### src/design/pwbe_pkg.sv
// ----------------------------------------------------------------------------
// Pixel write and blend engine package
// Shared payload types, status and request codes, and configuration indexes.
// ----------------------------------------------------------------------------
package pwbe_pkg;

    localparam int ADDR_W     = 24;
    localparam int CFG_IDX_W  = 3;
    localparam int CFG_DATA_W = 22;

    localparam logic [2:0] ST_DONE       = 3'd0;
    localparam logic [2:0] ST_CLIPPED    = 3'd1;
    localparam logic [2:0] ST_BEYOND     = 3'd2;
    localparam logic [2:0] ST_DEPTH      = 3'd3;
    localparam logic [2:0] ST_ALPHA_ZERO = 3'd4;

    localparam logic [1:0] REQ_SET   = 2'd0;
    localparam logic [1:0] REQ_BLEND = 2'd1;
    localparam logic [1:0] REQ_READ  = 2'd2;

    localparam logic [CFG_IDX_W-1:0] CFG_VIS_W      = 3'd0;
    localparam logic [CFG_IDX_W-1:0] CFG_VIS_H      = 3'd1;
    localparam logic [CFG_IDX_W-1:0] CFG_PAN_X      = 3'd2;
    localparam logic [CFG_IDX_W-1:0] CFG_PAN_Y      = 3'd3;
    localparam logic [CFG_IDX_W-1:0] CFG_PIX_BITS   = 3'd4;
    localparam logic [CFG_IDX_W-1:0] CFG_PITCH      = 3'd5;
    localparam logic [CFG_IDX_W-1:0] CFG_FRAME_USED = 3'd6;

    typedef struct packed {
        logic [1:0]  req_type;
        logic [11:0] pos_x;
        logic [11:0] pos_y;
        logic [31:0] color;
        logic [8:0]  alpha;
    } t_request;

    typedef struct packed {
        logic [2:0]  status;
        logic [20:0] byte_address;
        logic [31:0] pixel_value;
    } t_result;

    typedef struct packed {
        logic [2:0]        status;
        logic [1:0]        op;
        logic              is16;
        logic              blend;
        logic [7:0]        alpha8;
        logic [ADDR_W-1:0] addr;
        logic [31:0]       color;
    } t_entry;

    typedef struct packed {
        logic full;
        logic empty;
    } t_q_status;

endpackage

### src/design/pwbe_queue.sv
// ----------------------------------------------------------------------------
// Pixel write and blend engine queue
// Two-entry queue of classified requests between front end and back end.
// ----------------------------------------------------------------------------
module pwbe_queue (
    input  logic                i_clk,
    input  logic                i_rst_n,
    input  logic                i_push,
    input  pwbe_pkg::t_entry    i_entry,
    input  logic                i_pop,
    output pwbe_pkg::t_entry    o_head,
    output pwbe_pkg::t_q_status o_q
);
    import pwbe_pkg::*;

    t_entry     r_slot [2];
    logic       r_wr;
    logic       r_rd;
    logic [1:0] r_cnt;

    always_ff @(posedge i_clk) begin
        if (!i_rst_n) begin
            r_wr  <= 1'b0;
            r_rd  <= 1'b0;
            r_cnt <= 2'd0;
        end else begin
            if (i_push) begin
                r_wr <= ~r_wr;
            end
            if (i_pop) begin
                r_rd <= ~r_rd;
            end
            r_cnt <= r_cnt + 2'(i_push) - 2'(i_pop);
        end
    end

    always_ff @(posedge i_clk) begin
        if (i_push) begin
            r_slot[r_wr] <= i_entry;
        end
    end

    assign o_head  = r_slot[r_rd];
    assign o_q.full  = (r_cnt == 2'd2);
    assign o_q.empty = (r_cnt == 2'd0);

endmodule

### config.mk
export PLATFORM = sky130hd
export DESIGN_NAME = pwbe_queue
export DESIGN_NICKNAME = d
export VERILOG_FILES = /design/src/design/pwbe_pkg.sv /design/src/design/pwbe_queue.sv
export SDC_FILE = /design/constraint.sdc
export NUM_CORES = 1
export LEC_CHECK = 0
export BUFFER_PORTS_ARGS = -buffer_cell sky130_fd_sc_hd__buf_2
export CAP_MARGIN = 20
export CORE_MARGIN = 2
export CORE_UTILIZATION = 30
export CTS_BUF_LIST = sky130_fd_sc_hd__clkbuf_8
export DETAILED_ROUTE_END_ITERATION = 10
export PLACE_DENSITY = 0.49
export REMOVE_ABC_BUFFERS = 1
export SLEW_MARGIN = 20
export SYNTH_ARGS = -nofsm -noshare
export SYNTH_HDL_FRONTEND = slang
export SYNTH_SLANG_ARGS = --single-unit
### constraint.sdc
create_clock -name i_clk -period 4.91 [get_ports i_clk]
set_input_delay 0.982 -clock i_clk [delete_from_list [all_inputs] [get_ports i_clk]]
set_output_delay 0.982 -clock i_clk [all_outputs]
set_load 0.02 [all_outputs]
==> impl_metrics.csv <==
group,metric,value,unit
power_and_ir_drop,overall_power,0.00267,W
setup_path,crit_path_end_kind,"primary output",
grt,grt_antenna_before_repair,2,
hold_path,hold_path_startpoint,"r_rd$_SDFFE_PN0P_",
clock_tree,post_cts_resized,0,
floorplan,die_h,142,µm
setup_path,cp.required,3.93,ns
finish,fill_cells,1740,
routing,route.final.wire_length,10.3,mm
routing,dr_total_vias,2708,
floorplan,design.portCount,148,
placed_design,dpl-instance-area,6620,µm²
clock_tree,cts_hold_buf,0,
logic_synthesis,ys.warnings.count,0,
run_status,outcome,"completed",
grt,largest_net_degree_at_the_start_of_global_routing,72,
clock_tree,cts.reportedPaths.clkPinSlew,0.08,ns
sta,final-setup-viol-count,0,
floorplan,start_util,30.5,%
setup_path,critPathMaxFanout,37,
logic_synthesis,synth_sequential_area_ratio,76.5,%
routing,vias_per_cell,4.17,
setup_path,worst-r2r-cell-count,2,
floorplan,design.die.area,20100,µm²
power_and_ir_drop,irDropWorstVdd,0.156,mV
job,max_cap_viol_count,0,
hold_path,worst_hold_path.num_cells,2,
grt,wire_length_of_the_first_global_routing_pass,15.5,mm
floorplan,design.core.area,18700,µm²
setup_path,startpoint_type,"register",
clock_tree,numCtsBuffers,17,
routing,initialDrtViolationCount,155,
sta,fmax,307,MHz
routing,drc,0,
routing,post_drt_wl_per_cell,15.8,µm
grt,grt-ovfl-total,0,
logic_synthesis,netlist_instances,242,
finish,multi_input_area,1190,µm²
finish,fin_nets,481,
clock_tree,tritoncts_clock_tree,"yes",
sta,hold_violations,0,
sta,grt_setup_unrepaired,"false",
finish,drive_gt1_share,60.7,%
sta,finalSetupTns,0,ns
grt,vias_in_the_first_global_route,2875,
logic_synthesis,ys_ff_latch,147,
sta,slew_headroom,30.6,%
routing,route.antenna.remaining_nets,0,
finish,final_common_cell,"buf_2",
logic_synthesis,netlist_area,5700,µm²
finish,most_used_cells_in_the_layout_excluding_fill_and_tap_cells,"147 x buf_2, 142 x edfxtp_1, 70 x mux2_4, 17 x clkbuf_8, 5 x clkinv_2",
sta,period_needed,3.26,ns
logic_synthesis,synthesis.area_per_instance,23.6,µm²
setup_path,timing_worst_setup_path_type,"reg2out",
logic_synthesis,synth.distinct_cells,14,
hold_path,timing.hold.worst.class,"reg2reg",
clock_tree,h-tree-depth,4,
power_and_ir_drop,power.density,384,nW/µm²
clock_tree,clockRootBuffer,"clkbuf_8",
setup_path,cp_data_arrival_time,2.27,ns
sta,fin_worst_skew,0.00604,ns
sta,timing_max_transition_violations_final,0,
clock_tree,clock_latency_on_the_worst_skew_pair,0.44,ns
grt,grt.total_usage,10.6,%
floorplan,chipWidth,142,µm
clock_tree,post-cts-setup-buffers,0,
finish,fin_area,6960,µm²
clock_tree,clock_path_buffers,2,
placed_design,dp_hpwl,6.50,mm
placed_design,place_congestion,0.658,
clock_tree,clock_sink_count,147,
finish,layout-area-overhead-vs-synth,22.0,%
floorplan,placementRows,50,
sta,timing.final.crit_share,66.3,%
routing,drt_pre_antenna_iters,6,
finish,sequential_cell_area_in_the_final_layout,4370,µm²
power_and_ir_drop,leakage,2.75,nW
sta,tightest_slew,1.04,ns
setup_path,timing.rr.start,"r_wr$_SDFFE_PN0P_",
placed_design,port_buffer_count,147,
## per-layer routing
layer | GRT usage, % | up-vias | wire [µm] | share of wire, %
met5 | 0 | - | 0 | 0
met3 | 4.79 | 15 | 775 | 7.5
met1 | 12.2 | 1325 | 4360 | 42
met4 | 5.37 | 0 | 191 | 1.9
met2 | 16.7 | 97 | 4970 | 48
li1 | - | 1271 | - | -
## through the flow
stage | hold WS [ns] | util [%] | cells | worst slack (ns)
6_report | 0.564 | 37.2 | 650 | 1.65
5_1_grt | 0.621 | 37.2 | 649 | 1.50
4_1_cts | 0.578 | 37.2 | 649 | 1.54
3_5_place_dp | 0.567 | 35.4 | 619 | 2.05
3_3_place_gp | 0.562 | 35.4 | 619 | 2.08
2_1_floorplan | 0.555 | - | 234 | 0.274
## path summary, 6_finish.rpt
check                                  to  slack, ns
setup / recovery               o_head[49]       1.65
hold reg to reg                  register       0.56
hold / removal                   register       0.56
setup reg to reg  r_slot[0][30]$_DFFE_PP_       3.10
## report_power, final
part	internal (W)	switching, W	leakage [nW]
registers	0.00145	0.0000352	1.37
logic	0.000177	0.000190	1.20
clock network	0.000384	0.000435	0.173
total	0.00201	0.000661	2.75
## kinds of logic (layout without fill, tap and decap cells)
logic type / count (synthesis) / in the layout / share of synthesized area, %
adders and majority gates: 2 / 2 / 0.439
DFF: 147 / 147 / 76.5
buffers and inverters: 10 / 183 / 2.79
and+or+nand+nor: 9 / 9 / 0.943
muxes: 71 / 71 / 18.6
AOI/OAI and AO/OA: 1 / 1 / 0.132
xor gates and xnor gates: 2 / 2 / 0.548
other: 0 / 1 / 0
## state kept, by name, indices dropped and copies added, names as in the netlist, named ones only
register / cells
r_cnt: 2
r_wr: 1
r_slot: 142
r_rd: 1
## worst max-delay path, stage by stage (launching register included)
cell	delay (ns)
dfxtp_4	0.85
buf_4	0.46
mux2_4	0.34
buf_2	0.16
## synthesized netlist by cell type
library cell / n / area share [%]
edfxtp_1: 142 / 75
mux2_4: 70 / 18
buf_12: 7 / 2.5
dfxtp_1: 5 / 1.8
and2_1: 4 / 0.44
nor2b_1: 4 / 0.44
ha_1: 2 / 0.44
inv_1: 2 / 0.13
buf_6: 1 / 0.20
mux2_2: 1 / 0.20
nor2_1: 1 / 0.066
o21a_1: 1 / 0.13
xnor3_1: 1 / 0.39
xor2_1: 1 / 0.15
## cell type report
cell class,count,area share [%]
clock inverter,13,1.40
antenna,1,0.0360
tap,234,4.21
sequential,147,62.8
clock buffer,17,3.36
timing repair buffer,151,11.0
multi-input combinational,85,17.1
inverter,2,0.108
Power figures use the tool's default switching activity.
