**src/design/pwbe_pkg.sv**
```systemverilog
// ----------------------------------------------------------------------------
// Pixel write and blend engine package
// Shared payload types, status and request codes, and configuration indexes.
// ----------------------------------------------------------------------------
package pwbe_pkg;

    localparam int ADDR_W     = 24;
    localparam int CFG_IDX_W  = 3;
    localparam int CFG_DATA_W = 22;

    localparam logic [2:0] ST_DONE       = 3'd0;
    localparam logic [2:0] ST_CLIPPED    = 3'd1;
    localparam logic [2:0] ST_BEYOND     = 3'd2;
    localparam logic [2:0] ST_DEPTH      = 3'd3;
    localparam logic [2:0] ST_ALPHA_ZERO = 3'd4;

    localparam logic [1:0] REQ_SET   = 2'd0;
    localparam logic [1:0] REQ_BLEND = 2'd1;
    localparam logic [1:0] REQ_READ  = 2'd2;

    localparam logic [CFG_IDX_W-1:0] CFG_VIS_W      = 3'd0;
    localparam logic [CFG_IDX_W-1:0] CFG_VIS_H      = 3'd1;
    localparam logic [CFG_IDX_W-1:0] CFG_PAN_X      = 3'd2;
    localparam logic [CFG_IDX_W-1:0] CFG_PAN_Y      = 3'd3;
    localparam logic [CFG_IDX_W-1:0] CFG_PIX_BITS   = 3'd4;
    localparam logic [CFG_IDX_W-1:0] CFG_PITCH      = 3'd5;
    localparam logic [CFG_IDX_W-1:0] CFG_FRAME_USED = 3'd6;

    typedef struct packed {
        logic [1:0]  req_type;
        logic [11:0] pos_x;
        logic [11:0] pos_y;
        logic [31:0] color;
        logic [8:0]  alpha;
    } t_request;

    typedef struct packed {
        logic [2:0]  status;
        logic [20:0] byte_address;
        logic [31:0] pixel_value;
    } t_result;

    typedef struct packed {
        logic [2:0]        status;
        logic [1:0]        op;
        logic              is16;
        logic              blend;
        logic [7:0]        alpha8;
        logic [ADDR_W-1:0] addr;
        logic [31:0]       color;
    } t_entry;

    typedef struct packed {
        logic full;
        logic empty;
    } t_q_status;

endpackage

```
**src/design/pwbe_front.sv**
```systemverilog
// ----------------------------------------------------------------------------
// Pixel write and blend engine front end
// Holds the configuration registers, accepts requests and classifies them
// into status, byte address and operation for the back end.
// ----------------------------------------------------------------------------
module pwbe_front #(
    parameter int FRAME_BYTES = 2097152
) (
    input  logic                                i_clk,
    input  logic                                i_rst_n,
    input  logic                                i_hold,
    input  logic                                i_start,
    input  pwbe_pkg::t_request                  i_req,
    output logic                                o_busy,
    input  logic                                i_cfg_valid,
    input  logic [pwbe_pkg::CFG_IDX_W-1:0]      i_cfg_index,
    input  logic [pwbe_pkg::CFG_DATA_W-1:0]     i_cfg_data,
    input  pwbe_pkg::t_q_status                 i_q,
    output logic                                o_push,
    output pwbe_pkg::t_entry                    o_entry
);
    import pwbe_pkg::*;

    localparam int LIMIT_W = ADDR_W + 1;
    localparam int SUM_W   = 30;

    logic [12:0] r_vis_w;
    logic [12:0] r_vis_h;
    logic [11:0] r_pan_x;
    logic [11:0] r_pan_y;
    logic [5:0]  r_pix_bits;
    logic [14:0] r_pitch;
    logic [21:0] r_used;

    logic        r_f1_valid;
    t_request    r_f1;
    logic [27:0] r_f1_prod;

    logic               w_accept;
    logic [12:0]        w_y;
    logic [27:0]        w_prod;
    logic [1:0]         w_req;
    logic               w_is16;
    logic               w_is32;
    logic [12:0]        w_x;
    logic [14:0]        w_xoff;
    logic [SUM_W-1:0]   w_addr;
    logic [SUM_W-1:0]   w_end;
    logic [LIMIT_W-1:0] w_limit;
    logic [2:0]         w_status;

    always_ff @(posedge i_clk) begin
        if (!i_rst_n) begin
            r_vis_w    <= 13'd640;
            r_vis_h    <= 13'd480;
            r_pan_x    <= 12'd0;
            r_pan_y    <= 12'd0;
            r_pix_bits <= 6'd32;
            r_pitch    <= 15'd2560;
            r_used     <= 22'd1228800;
        end else if (i_cfg_valid) begin
            case (i_cfg_index)
                CFG_VIS_W:      r_vis_w    <= i_cfg_data[12:0];
                CFG_VIS_H:      r_vis_h    <= i_cfg_data[12:0];
                CFG_PAN_X:      r_pan_x    <= i_cfg_data[11:0];
                CFG_PAN_Y:      r_pan_y    <= i_cfg_data[11:0];
                CFG_PIX_BITS:   r_pix_bits <= i_cfg_data[5:0];
                CFG_PITCH:      r_pitch    <= i_cfg_data[14:0];
                CFG_FRAME_USED: r_used     <= i_cfg_data[21:0];
                default: begin
                end
            endcase
        end
    end

    assign o_busy   = i_hold || (r_f1_valid && i_q.full);
    assign w_accept = i_start && !o_busy;
    assign o_push   = r_f1_valid && !i_q.full;

    assign w_y    = {1'b0, i_req.pos_y} + {1'b0, r_pan_y};
    assign w_prod = 28'(w_y) * 28'(r_pitch);

    always_ff @(posedge i_clk) begin
        if (!i_rst_n) begin
            r_f1_valid <= 1'b0;
        end else begin
            r_f1_valid <= w_accept || (r_f1_valid && i_q.full);
        end
    end

    always_ff @(posedge i_clk) begin
        if (w_accept) begin
            r_f1      <= i_req;
            r_f1_prod <= w_prod;
        end
    end

    assign w_req  = (r_f1.req_type == REQ_SET || r_f1.req_type == REQ_BLEND)
                    ? r_f1.req_type : REQ_READ;
    assign w_is16 = (r_pix_bits == 6'd16);
    assign w_is32 = (r_pix_bits == 6'd32);
    assign w_x    = {1'b0, r_f1.pos_x} + {1'b0, r_pan_x};
    assign w_xoff = w_is32 ? {w_x, 2'b00} : {1'b0, w_x, 1'b0};
    assign w_addr = SUM_W'(r_f1_prod) + SUM_W'(w_xoff);
    assign w_end  = w_addr + (w_is16 ? SUM_W'(2) : SUM_W'(4));
    assign w_limit = (LIMIT_W'(r_used) < LIMIT_W'(FRAME_BYTES))
                     ? LIMIT_W'(r_used) : LIMIT_W'(FRAME_BYTES);

    always_comb begin
        if ({1'b0, r_f1.pos_x} >= r_vis_w || {1'b0, r_f1.pos_y} >= r_vis_h) begin
            w_status = ST_CLIPPED;
        end else if (w_req == REQ_BLEND && r_f1.alpha == 9'd0) begin
            w_status = ST_ALPHA_ZERO;
        end else if (!w_is16 && !w_is32) begin
            w_status = ST_DEPTH;
        end else if (w_end > SUM_W'(w_limit)) begin
            w_status = ST_BEYOND;
        end else begin
            w_status = ST_DONE;
        end
    end

    always_comb begin
        o_entry.status = w_status;
        o_entry.op     = w_req;
        o_entry.is16   = w_is16;
        o_entry.blend  = (w_req == REQ_BLEND) && (r_f1.alpha < 9'd256);
        o_entry.alpha8 = r_f1.alpha[7:0];
        o_entry.addr   = w_addr[ADDR_W-1:0];
        o_entry.color  = r_f1.color;
    end

endmodule

```
**config.mk**
```make
export PLATFORM = sky130hd
export DESIGN_NAME = pwbe_front
export DESIGN_NICKNAME = d
export VERILOG_FILES = /design/src/design/pwbe_pkg.sv /design/src/design/pwbe_front.sv
export SDC_FILE = /design/constraint.sdc
export NUM_CORES = 1
export LEC_CHECK = 0
export BUFFER_PORTS_ARGS = -buffer_cell sky130_fd_sc_hd__buf_2
export CAP_MARGIN = 20
export CORE_MARGIN = 5
export CORE_UTILIZATION = 55
export DETAILED_ROUTE_END_ITERATION = 6
export GPL_TIMING_DRIVEN = 1
export MAX_ROUTING_LAYER = met4
export PLACE_DENSITY = 0.73
export SYNTH_ARGS = -nofsm -noshare
export SYNTH_HDL_FRONTEND = slang
export SYNTH_SLANG_ARGS = --single-unit
```
**constraint.sdc**
```tcl
create_clock -name i_clk -period 9.8 [get_ports i_clk]
set_input_delay 0.98 -clock i_clk [delete_from_list [all_inputs] [get_ports i_clk]]
set_output_delay 0.98 -clock i_clk [all_outputs]
set_load 0.02 [all_outputs]
```
==> impl_metrics.json, run 1 <==
{
  "syn_avg_cell_area_sq_um": 9.17,
  "drcViolationCount": 0,
  "worst_ep_arrival_time_ns": 8.15,
  "cp.buffers_inverters": 2,
  "gr-usage-all-layers": 0.246,
  "hp-start": "r_vis_w[8]",
  "synth_top_cells_by_area": "fa_1, edfxtp_1, ha_1, dfxtp_1, nand2_1",
  "critical-path-top-delay-family": "compound AO/OA/AOI/OAI gates",
  "fin_skew_ns": 0.00967,
  "worst_path_largest_cell_delay_ns": 0.48,
  "worstPathRequired_ns": 8.82,
  "die_h_microns": 187,
  "mostFrequentLayoutCells": "nand2_1, inv_1, buf_2",
  "fin_tns_setup_ns": 0,
  "insertedDiodeCount": 0,
  "synth.yosys.seq_area_share": 0.275,
  "worstSetupStartpointType": "register",
  "drt_wl_total_microns": 41400,
  "synth.cell_area_sq_um": 17200,
  "synth_cells": 1876,
  "htree_levels": 4,
  "clk_pin_slew_ns": 0.08,
  "setup_viol": 0,
  "grt_pass1_vias": 13500,
  "grt_max_degree": 95,
  "synth_top_area_share": 0.171,
  "cp_max_fo": 7,
  "status": "finished, final reports clean",
  "peakVddDrop_v": 0.000133,
  "ant_nets": 0,
  "end_kind": "primary output",
  "p_leak_uw": 0.00841,
  "cts_buffers": 17,
  "ys_types": 78,
  "clk_path_buf_depth": 2,
  "cts_tree": "built",
  "dr_total_vias": 13200,
  "tightest_slew_ns": 1.07,
  "dr.pass1.iters": 5,
  "critPathSlowestCell": "a2111oi_1",
  "maxSlewViolCount": 0,
  "syn_nets": 2281,
  "dp_hpwl_microns": 32000,
  "cp_common_cell": "o21ai_0",
  "row_count": 64,
  "pin_count": 172,
  "area_growth_pct": 8.88,
  "final_common_cell": "nand2_1",
  "post_drt_wl_per_cell_microns": 17.4,
  "timing.rr.start": "r_pan_y[1]",
  "timing.final.ws_setup_ns": 0.665,
  "drv_cap": 0,
  "drtIter0Drc": 896,
  "hold_path.class": "register to register",
  "slew_headroom": 0.288,
  "gp_congestion": 0.888,
  "grt_remaining_overflow": 0,
  "die-width_microns": 187,
  "setup.worst_path.class": "register to primary output",
  "synth-edff-count": 95,
  "cp-startpoint": "r_f1[53]",
  "synth_top_area_cell": "fa_1",
  "synthFlopType": "edfxtp_1",
  "fmax_ghz": 0.109,
  "cts_root_buf": "clkbuf_16",
  "start_util": 0.560,
  "viasPerCell": 5.56,
  "fin_nets": 2378,
  "yosysWarnings": 0,
  "clock_latency_ns": 0.45,
  "antenna_found_initial": 0,
  "cts.sinks": 189,
  "port_buffers": 170,
  "finalHoldViolations": 0,
  "preCtsSetupSlack_ns": 1.00,
  "grt_pass1_wl_microns": 68600,
  "dieArea_sq_um": 34900,
  "rsz0062_at_grt": "false",
  "synthArstFlopShare": 0,
  "core_sq_um": 30700,
  "fin_crit_ns": 9.13,
  "layout_worst_path_cycle_share": 0.932,
  "ys_seq_elements": 189,
  "p_per_area_nw_per_um2": 142,
  "cts_hold_buf": 0,
  "drive_gt1_frac": 0.132
}
==> power by group <==
group / internal, uW / leakage (uW) / total, uW / switching, uW
Clock: 349 / 0.000293 / 706 / 357
Sequential: 886 / 0.00165 / 917 / 31.8
Combinational: 406 / 0.00646 / 1030 / 623
==> worst reg2reg max path, delay by kind of cell, from the launching register on <==
family | cells | cell delay [ns]
muxes | 1 | 0.38
AOI/OAI and AO/OA | 14 | 2.57
DFF | 1 | 0.38
xor gates and xnor gates | 1 | 0.08
buffers and inverters | 2 | 0.33
adders and majority gates | 7 | 3.19
and+or+nand+nor | 2 | 0.83
==> synthesized netlist by cell type (14+ instances only) <==
library cell,instances
and2_1,76
o21a_1,20
nor2_1,58
inv_1,216
mux2_2,20
xor2_1,23
xnor2_1,50
nor2b_1,24
nand2_1,360
ha_1,159
clkbuf_1,65
nand3_1,34
buf_4,42
edfxtp_1,95
dfxtp_1,94
a21oi_1,54
a21o_1,20
nand2b_1,24
fa_1,147
o21ai_0,35
a21boi_0,83
nor3_1,20
nand4_1,14
==> worst paths after layout <==
| kind | end | slack [ns] | cells after the start |
|---|---|---|---|
| worst max-delay path | o_entry[69] | 0.67 | 35 |
| worst max register to register | r_f1_prod[26] | 1.77 | 27 |
| worst min-delay path | r_vis_w[8] | 0.47 | 2 |
| worst min register to register | r_vis_w[8] | 0.47 | 2 |
==> kinds of logic after synthesis <==
logic type,Yosys count,synth area share
xor+xnor,73,0.0372
flops,189,0.275
buf+inv,326,0.0805
simple gates,662,0.181
mux,31,0.0195
compound gates,289,0.120
fa+ha+maj,306,0.287
==> metal layers <==
metal,track usage,vias up,part of all wire
met5,-,-,0
met2,0.404,414,0.49
met1,0.327,6421,0.44
met3,0.0328,52,0.054
met4,0.0620,0,0.015
li1,-,6361,-
==> what timing repair did <==
item | 4_1_cts | 5_1_grt
setup endpoints to repair | 0 | 1
endpoints found under the hold margin | 0 | 0
buffers inserted | 0 | 0
resized for setup | 0 | 2
==> final cells by class <==
| type | instances | area, sq um |
|---|---|---|
| clock inverter | 15 | 185 |
| clock buffer | 17 | 425 |
| tap | 396 | 495 |
| timing repair buffer | 188 | 986 |
| sequential | 189 | 4730 |
| multi-input combinational | 1361 | 11100 |
| inverter | 216 | 811 |
| fill | 2617 | 12000 |
==> flip-flops by register name, indices dropped and copies added (netlist names), 6 cells and up <==
register,cells
o_entry,40
r_f1,27
r_f1_prod,28
r_pan_x,12
r_pan_y,12
r_pitch,15
r_pix_bits,6
r_used,22
r_vis_h,13
r_vis_w,13
==> through the flow <==
| step | util | total power [uW] | instance area, sq um | std cells | hold WS (ns) |
|---|---|---|---|---|---|
| 3_3_place_gp | 0.589 | 1920 | 18100 | 2348 | 0.453 |
| 4_1_cts | 0.609 | 2660 | 18700 | 2380 | 0.470 |
| 5_1_grt | 0.609 | 2820 | 18700 | 2382 | 0.496 |
| 2_1_floorplan | - | 1680 | 17200 | 1876 | 0.439 |
| 6_report | 0.609 | 2650 | 18700 | 2382 | 0.468 |
| 3_5_place_dp | 0.589 | 1950 | 18100 | 2348 | 0.459 |
Power figures use the tool's default switching activity.
==> inputs of run 2 (changes only) <==
--- a/config.mk
+++ b/config.mk
@@ -7,7 +7,7 @@
 export LEC_CHECK = 0
 export BUFFER_PORTS_ARGS = -buffer_cell sky130_fd_sc_hd__buf_2
 export CAP_MARGIN = 20
-export CORE_MARGIN = 5
+export CORE_MARGIN = 3
 export CORE_UTILIZATION = 55
 export DETAILED_ROUTE_END_ITERATION = 6
 export GPL_TIMING_DRIVEN = 1
==> run 2 against run 1 <==
- clock skew increased by 0.00053 ns
- sequential share of layout area is essentially flat
- maximum frequency shrank 0.51%
- critical path type unchanged
- highest routed layer unchanged
==> impl_metrics.json, run 2 (synthesis results as in run 1) <==
{
  "critical-path-top-delay-family": "compound AO/OA/AOI/OAI gates",
  "fin_skew_ns": 0.0102,
  "die_h_microns": 183,
  "cts_buffers": 17,
  "final_common_cell": "nand2_1",
  "cp-startpoint": "r_f1[53]",
  "worst_path_largest_cell_delay_ns": 0.50,
  "row_count": 64,
  "pin_count": 172,
  "grt_remaining_overflow": 0,
  "cp_max_fo": 7,
  "finalHoldViolations": 0,
  "largest_register_ffs": 40,
  "critPathSlowestCell": "a221oi_1",
  "use_met3": 0.0365,
  "dieArea_sq_um": 33400,
  "fin_tns_setup_ns": 0,
  "drive_gt1_frac": 0.132,
  "end_kind": "primary output",
  "dr.pass1.iters": 5,
  "maxSlewViolCount": 0,
  "top_usage_layer": "met2",
  "cts_tree": "built",
  "drtIter0Drc": 786,
  "p_leak_uw": 0.00840,
  "grt_pass1_vias": 13300,
  "htree_levels": 4,
  "ant_nets": 0,
  "dp.cells": 2347,
  "grt.met1_usage": 0.337,
  "timing.rr.start": "r_pan_y[1]",
  "post_drt_wl_per_cell_microns": 17.6,
  "fin_cells": 2382,
  "peakVddDrop_v": 0.000134,
  "cts.sinks": 189,
  "clk_pin_slew_ns": 0.08,
  "hold_path.class": "register to register",
  "clock_latency_ns": 0.45,
  "worst_ep_arrival_time_ns": 8.20,
  "rsz0062_at_grt": "false",
  "drt_wl_total_microns": 41800,
  "drcViolationCount": 0,
  "core_sq_um": 30700,
  "tightest_slew_ns": 1.04,
  "start_util": 0.560,
  "antenna_found_initial": 1,
  "cp.buffers_inverters": 3,
  "port_buffers": 170,
  "layout_worst_path_cycle_share": 0.937,
  "cp_common_cell": "o21ai_0",
  "viasPerCell": 5.60,
  "drv_cap": 0,
  "grt_pass1_wl_microns": 66900,
  "worstPathRequired_ns": 8.82,
  "status": "finished, final reports clean",
  "grt_max_degree": 95,
  "mostFrequentLayoutCells": "nand2_1, inv_1, buf_2",
  "area_growth_pct": 8.86,
  "setup_viol": 0,
  "gp_congestion": 0.902,
  "global_route.usage.met2": 0.415,
  "clk_path_buf_depth": 2,
  "die-width_microns": 183,
  "fin_crit_ns": 9.18,
  "hp-start": "r_vis_h[4]",
  "gr-usage-all-layers": 0.256,
  "slew_headroom": 0.302,
  "p_per_area_nw_per_um2": 142,
  "fin_nets": 2377,
  "dp_hpwl_microns": 31900,
  "fmax_ghz": 0.109,
  "setup.worst_path.class": "register to primary output",
  "cts_root_buf": "clkbuf_16",
  "worstSetupStartpointType": "register",
  "dr_total_vias": 13300
}
run 2: cell types whose count changed in the layout (fill, tap and decap cells not counted), sizes merged:
cell	change
diode	+1
buf	-1
clkinv	+2
inv	-2
run 2: repair_timing:
item | CTS | global route
resized for setup | 0 | 1
endpoints found under the setup margin | 0 | 1
buffers inserted | 0 | 0
hold buffers | 0 | 0
run 2: path summary, 6_finish.rpt:
kind / endpoint / slack, ns / cells past startpoint
setup / recovery: o_entry[69] / 0.62 / 34
hold / removal: r_vis_h[4] / 0.47 / 2
setup reg to reg: r_f1_prod[27] / 1.67 / 28
hold reg to reg: r_vis_h[4] / 0.47 / 2
run 2: routing by layer:
| metal | vias to the layer above | share of wire |
|---|---|---|
| li1 | 6363 | - |
| met4 | 0 | 0.028 |
| met5 | - | 0 |
| met3 | 85 | 0.056 |
| met2 | 394 | 0.48 |
| met1 | 6499 | 0.44 |
run 2: metrics by stage:
| step | hold slack (ns) | area, sq um | setup WS, ns | util | total power [uW] |
|---|---|---|---|---|---|
| detailed placement | 0.460 | 18100 | 0.901 | 0.588 | 1950 |
| global route | 0.486 | 18700 | 0.0386 | 0.609 | 2820 |
| global placement | 0.451 | 18100 | 1.02 | 0.588 | 1930 |
| finish | 0.468 | 18700 | 0.618 | 0.609 | 2650 |
| floorplan | 0.439 | 17200 | 1.37 | - | 1680 |
| CTS | 0.471 | 18700 | 0.489 | 0.608 | 2660 |
run 2: area by class of cell:
cell class / instances / area, sq um
fillers: 2664 / 12000
multi-input cells: 1361 / 11100
flip-flops and latches: 189 / 4730
repair buffers: 187 / 978
inverters: 216 / 811
well taps: 396 / 495
clock buffers: 17 / 425
clock inverters: 15 / 190
diodes: 1 / 2.50
run 2: power breakdown:
group	switching (uW)	internal [uW]
logic	621	405
clock network	361	348
registers	33.4	886
run 2: tightest hold or removal path: stages (launching register included):
cell and delay, ns:
dfxtp_1 0.31, nand2_1 0.04, a21boi_0 0.06
==> inputs of run 3 (changes only) <==
--- a/config.mk
+++ b/config.mk
@@ -13,6 +13,7 @@
 export GPL_TIMING_DRIVEN = 1
 export MAX_ROUTING_LAYER = met4
 export PLACE_DENSITY = 0.73
+export RECOVER_POWER = 50
 export SYNTH_ARGS = -nofsm -noshare
 export SYNTH_HDL_FRONTEND = slang
 export SYNTH_SLANG_ARGS = --single-unit
==> run 3 against run 2 <==
- the flow now finishes with violations (capacitance limit, slew limit)
- first-iteration DRC count rose by 1.5%
- cell count is the same
- clock skew shrank 0.0010 ns
- highest routed layer unchanged
- critical path depth unchanged
- largest power group unchanged
- wire length increased by 0.26%
- via count increased by 0.70%
- count of clock-buffer cells in the layout unchanged
- critical path type unchanged
- critical endpoint unchanged
==> impl_metrics.json, run 3 (synthesis results as in run 1) <==
{
  "dp_hpwl_microns": 31900,
  "peakVddDrop_v": 0.000135,
  "drv_cap": 1,
  "dieArea_sq_um": 33400,
  "drcViolationCount": 0,
  "slew_headroom": -1.45,
  "fin_skew_ns": 0.00917,
  "die_h_microns": 183,
  "viasPerCell": 5.64,
  "drive_gt1_frac": 0.104,
  "cts.sinks": 189,
  "post_drt_wl_per_cell_microns": 17.6,
  "dr.pass1.iters": 7,
  "mostFrequentLayoutCells": "nand2_1, inv_1, ha_1",
  "start_util": 0.560,
  "critical-path-top-delay-family": "compound AO/OA/AOI/OAI gates",
  "clock_latency_ns": 0.45,
  "cts_buffers": 17,
  "end_kind": "primary output",
  "clk_pin_slew_ns": 0.08,
  "drtIter0Drc": 798,
  "violations": "capacitance limit, slew limit",
  "grt_pass1_wl_microns": 66900,
  "finalHoldViolations": 0,
  "cp_max_fo": 7,
  "tightest_slew_ns": 3.68,
  "fin_nets": 2377,
  "final_common_cell": "nand2_1",
  "antenna_found_initial": 1,
  "cts_tree": "built",
  "fin_tns_setup_ns": 0,
  "setup_viol": 0,
  "final_util": 0.607,
  "pin_count": 172,
  "gr-usage-all-layers": 0.256,
  "critPathSlowestCell": "a221oi_1",
  "clock_power_share": 0.268,
  "dr_total_vias": 13400,
  "setup.worst_path.class": "register to primary output",
  "cp.buffers_inverters": 3,
  "p_leak_uw": 0.00825,
  "port_buffers": 170,
  "layout_worst_path_cycle_share": 0.937,
  "core_sq_um": 30700,
  "fmax_ghz": 0.109,
  "worst_ep_arrival_time_ns": 8.20,
  "clk_path_buf_depth": 2,
  "power_frac_seq": 0.346,
  "cp_common_cell": "o21ai_0",
  "status": "finished with violations",
  "worst_path_largest_cell_delay_ns": 0.50,
  "cts_root_buf": "clkbuf_16",
  "fillCellCount": 2674,
  "worstPathRequired_ns": 8.82,
  "p_comb_frac": 0.386,
  "largest_register_ffs": 40,
  "grt_max_degree": 95,
  "p_int_uw": 1640,
  "maxSlewViolCount": 95,
  "multiInputGateArea_sq_um": 11100,
  "ant_nets": 0,
  "cts_hold_buf": 0,
  "p_sw_uw": 1020,
  "grt_pass1_vias": 13300,
  "hold_path.class": "register to register",
  "p_sw_frac": 0.383,
  "htree_levels": 4,
  "row_count": 64,
  "die-width_microns": 183,
  "grt_remaining_overflow": 0,
  "rsz0062_at_grt": "false",
  "fin_crit_ns": 9.18,
  "area_growth_pct": 8.43,
  "drt_wl_total_microns": 41900,
  "gp_congestion": 0.902,
  "worstSetupStartpointType": "register",
  "p_per_area_nw_per_um2": 142,
  "final-seq-area_sq_um": 4730
}
-- run 3: area by class of cell --
cell class / count / share of cell area
well taps: 396 / 0.0266
clock inverters: 15 / 0.0102
multi-input cells: 1361 / 0.594
repair buffers: 187 / 0.0486
clock buffers: 17 / 0.0228
flip-flops and latches: 189 / 0.254
diodes: 1 / 0.000134
inverters: 216 / 0.0435
-- run 3: worst paths after layout --
path | startpoint | to | slack (ns) | depth (start not counted)
setup / recovery | r_f1[53] | o_entry[69] | 0.62 | 34
hold / removal | r_vis_h[4] | r_vis_h[4] | 0.47 | 2
setup reg to reg | r_pan_y[1] | r_f1_prod[27] | 1.67 | 28
hold reg to reg | r_vis_h[4] | r_vis_h[4] | 0.47 | 2
-- run 3: timing repair --
item,in CTS,in global routing
gates resized for setup,0,1
setup endpoints to repair,0,1
buffers inserted,0,0
-- run 3: through the flow --
stage          cell area, sq um  power, uW  std cells  hold WS, ns  worst slack (ns)
2_1_floorplan             17200       1680       1876        0.439              1.37
3_3_place_gp              18100       1930       2347        0.451              1.02
3_5_place_dp              18100       1950       2347        0.460             0.901
4_1_cts                   18700       2660       2379        0.471             0.489
5_1_grt                   18700       2820       2382        0.489            0.0386
6_report                  18700       2660       2382        0.471             0.618
-- run 3: worst reg2reg max path: cells and delay by family, from the launching register on --
kind            cells  cell delay (ns)
simple gates        2             0.76
compound gates     14             3.01
xor+xnor            1             0.08
mux                 1             0.39
flops               1             0.39
buf+inv             3             0.16
fa+ha+maj           7             3.09
-- run 3: per-layer routing --
metal / vias up / global-route usage / routed length (microns)
met3: 83 / 0.0365 / 2170
met4: 0 / 0.0826 / 1160
met1: 6576 / 0.337 / 18500
li1: 6372 / - / -
met5: - / - / 0
met2: 404 / 0.415 / 20100
-- run 3: power by group through the flow --
stage / logic (uW) / registers [uW] / clock network, uW
floorplan: 755 / 923 / 0
global placement: 990 / 935 / 0
detailed placement: 1010 / 936 / 0
CTS: 1020 / 918 / 723
global route: 1150 / 924 / 751
finish: 1020 / 919 / 711
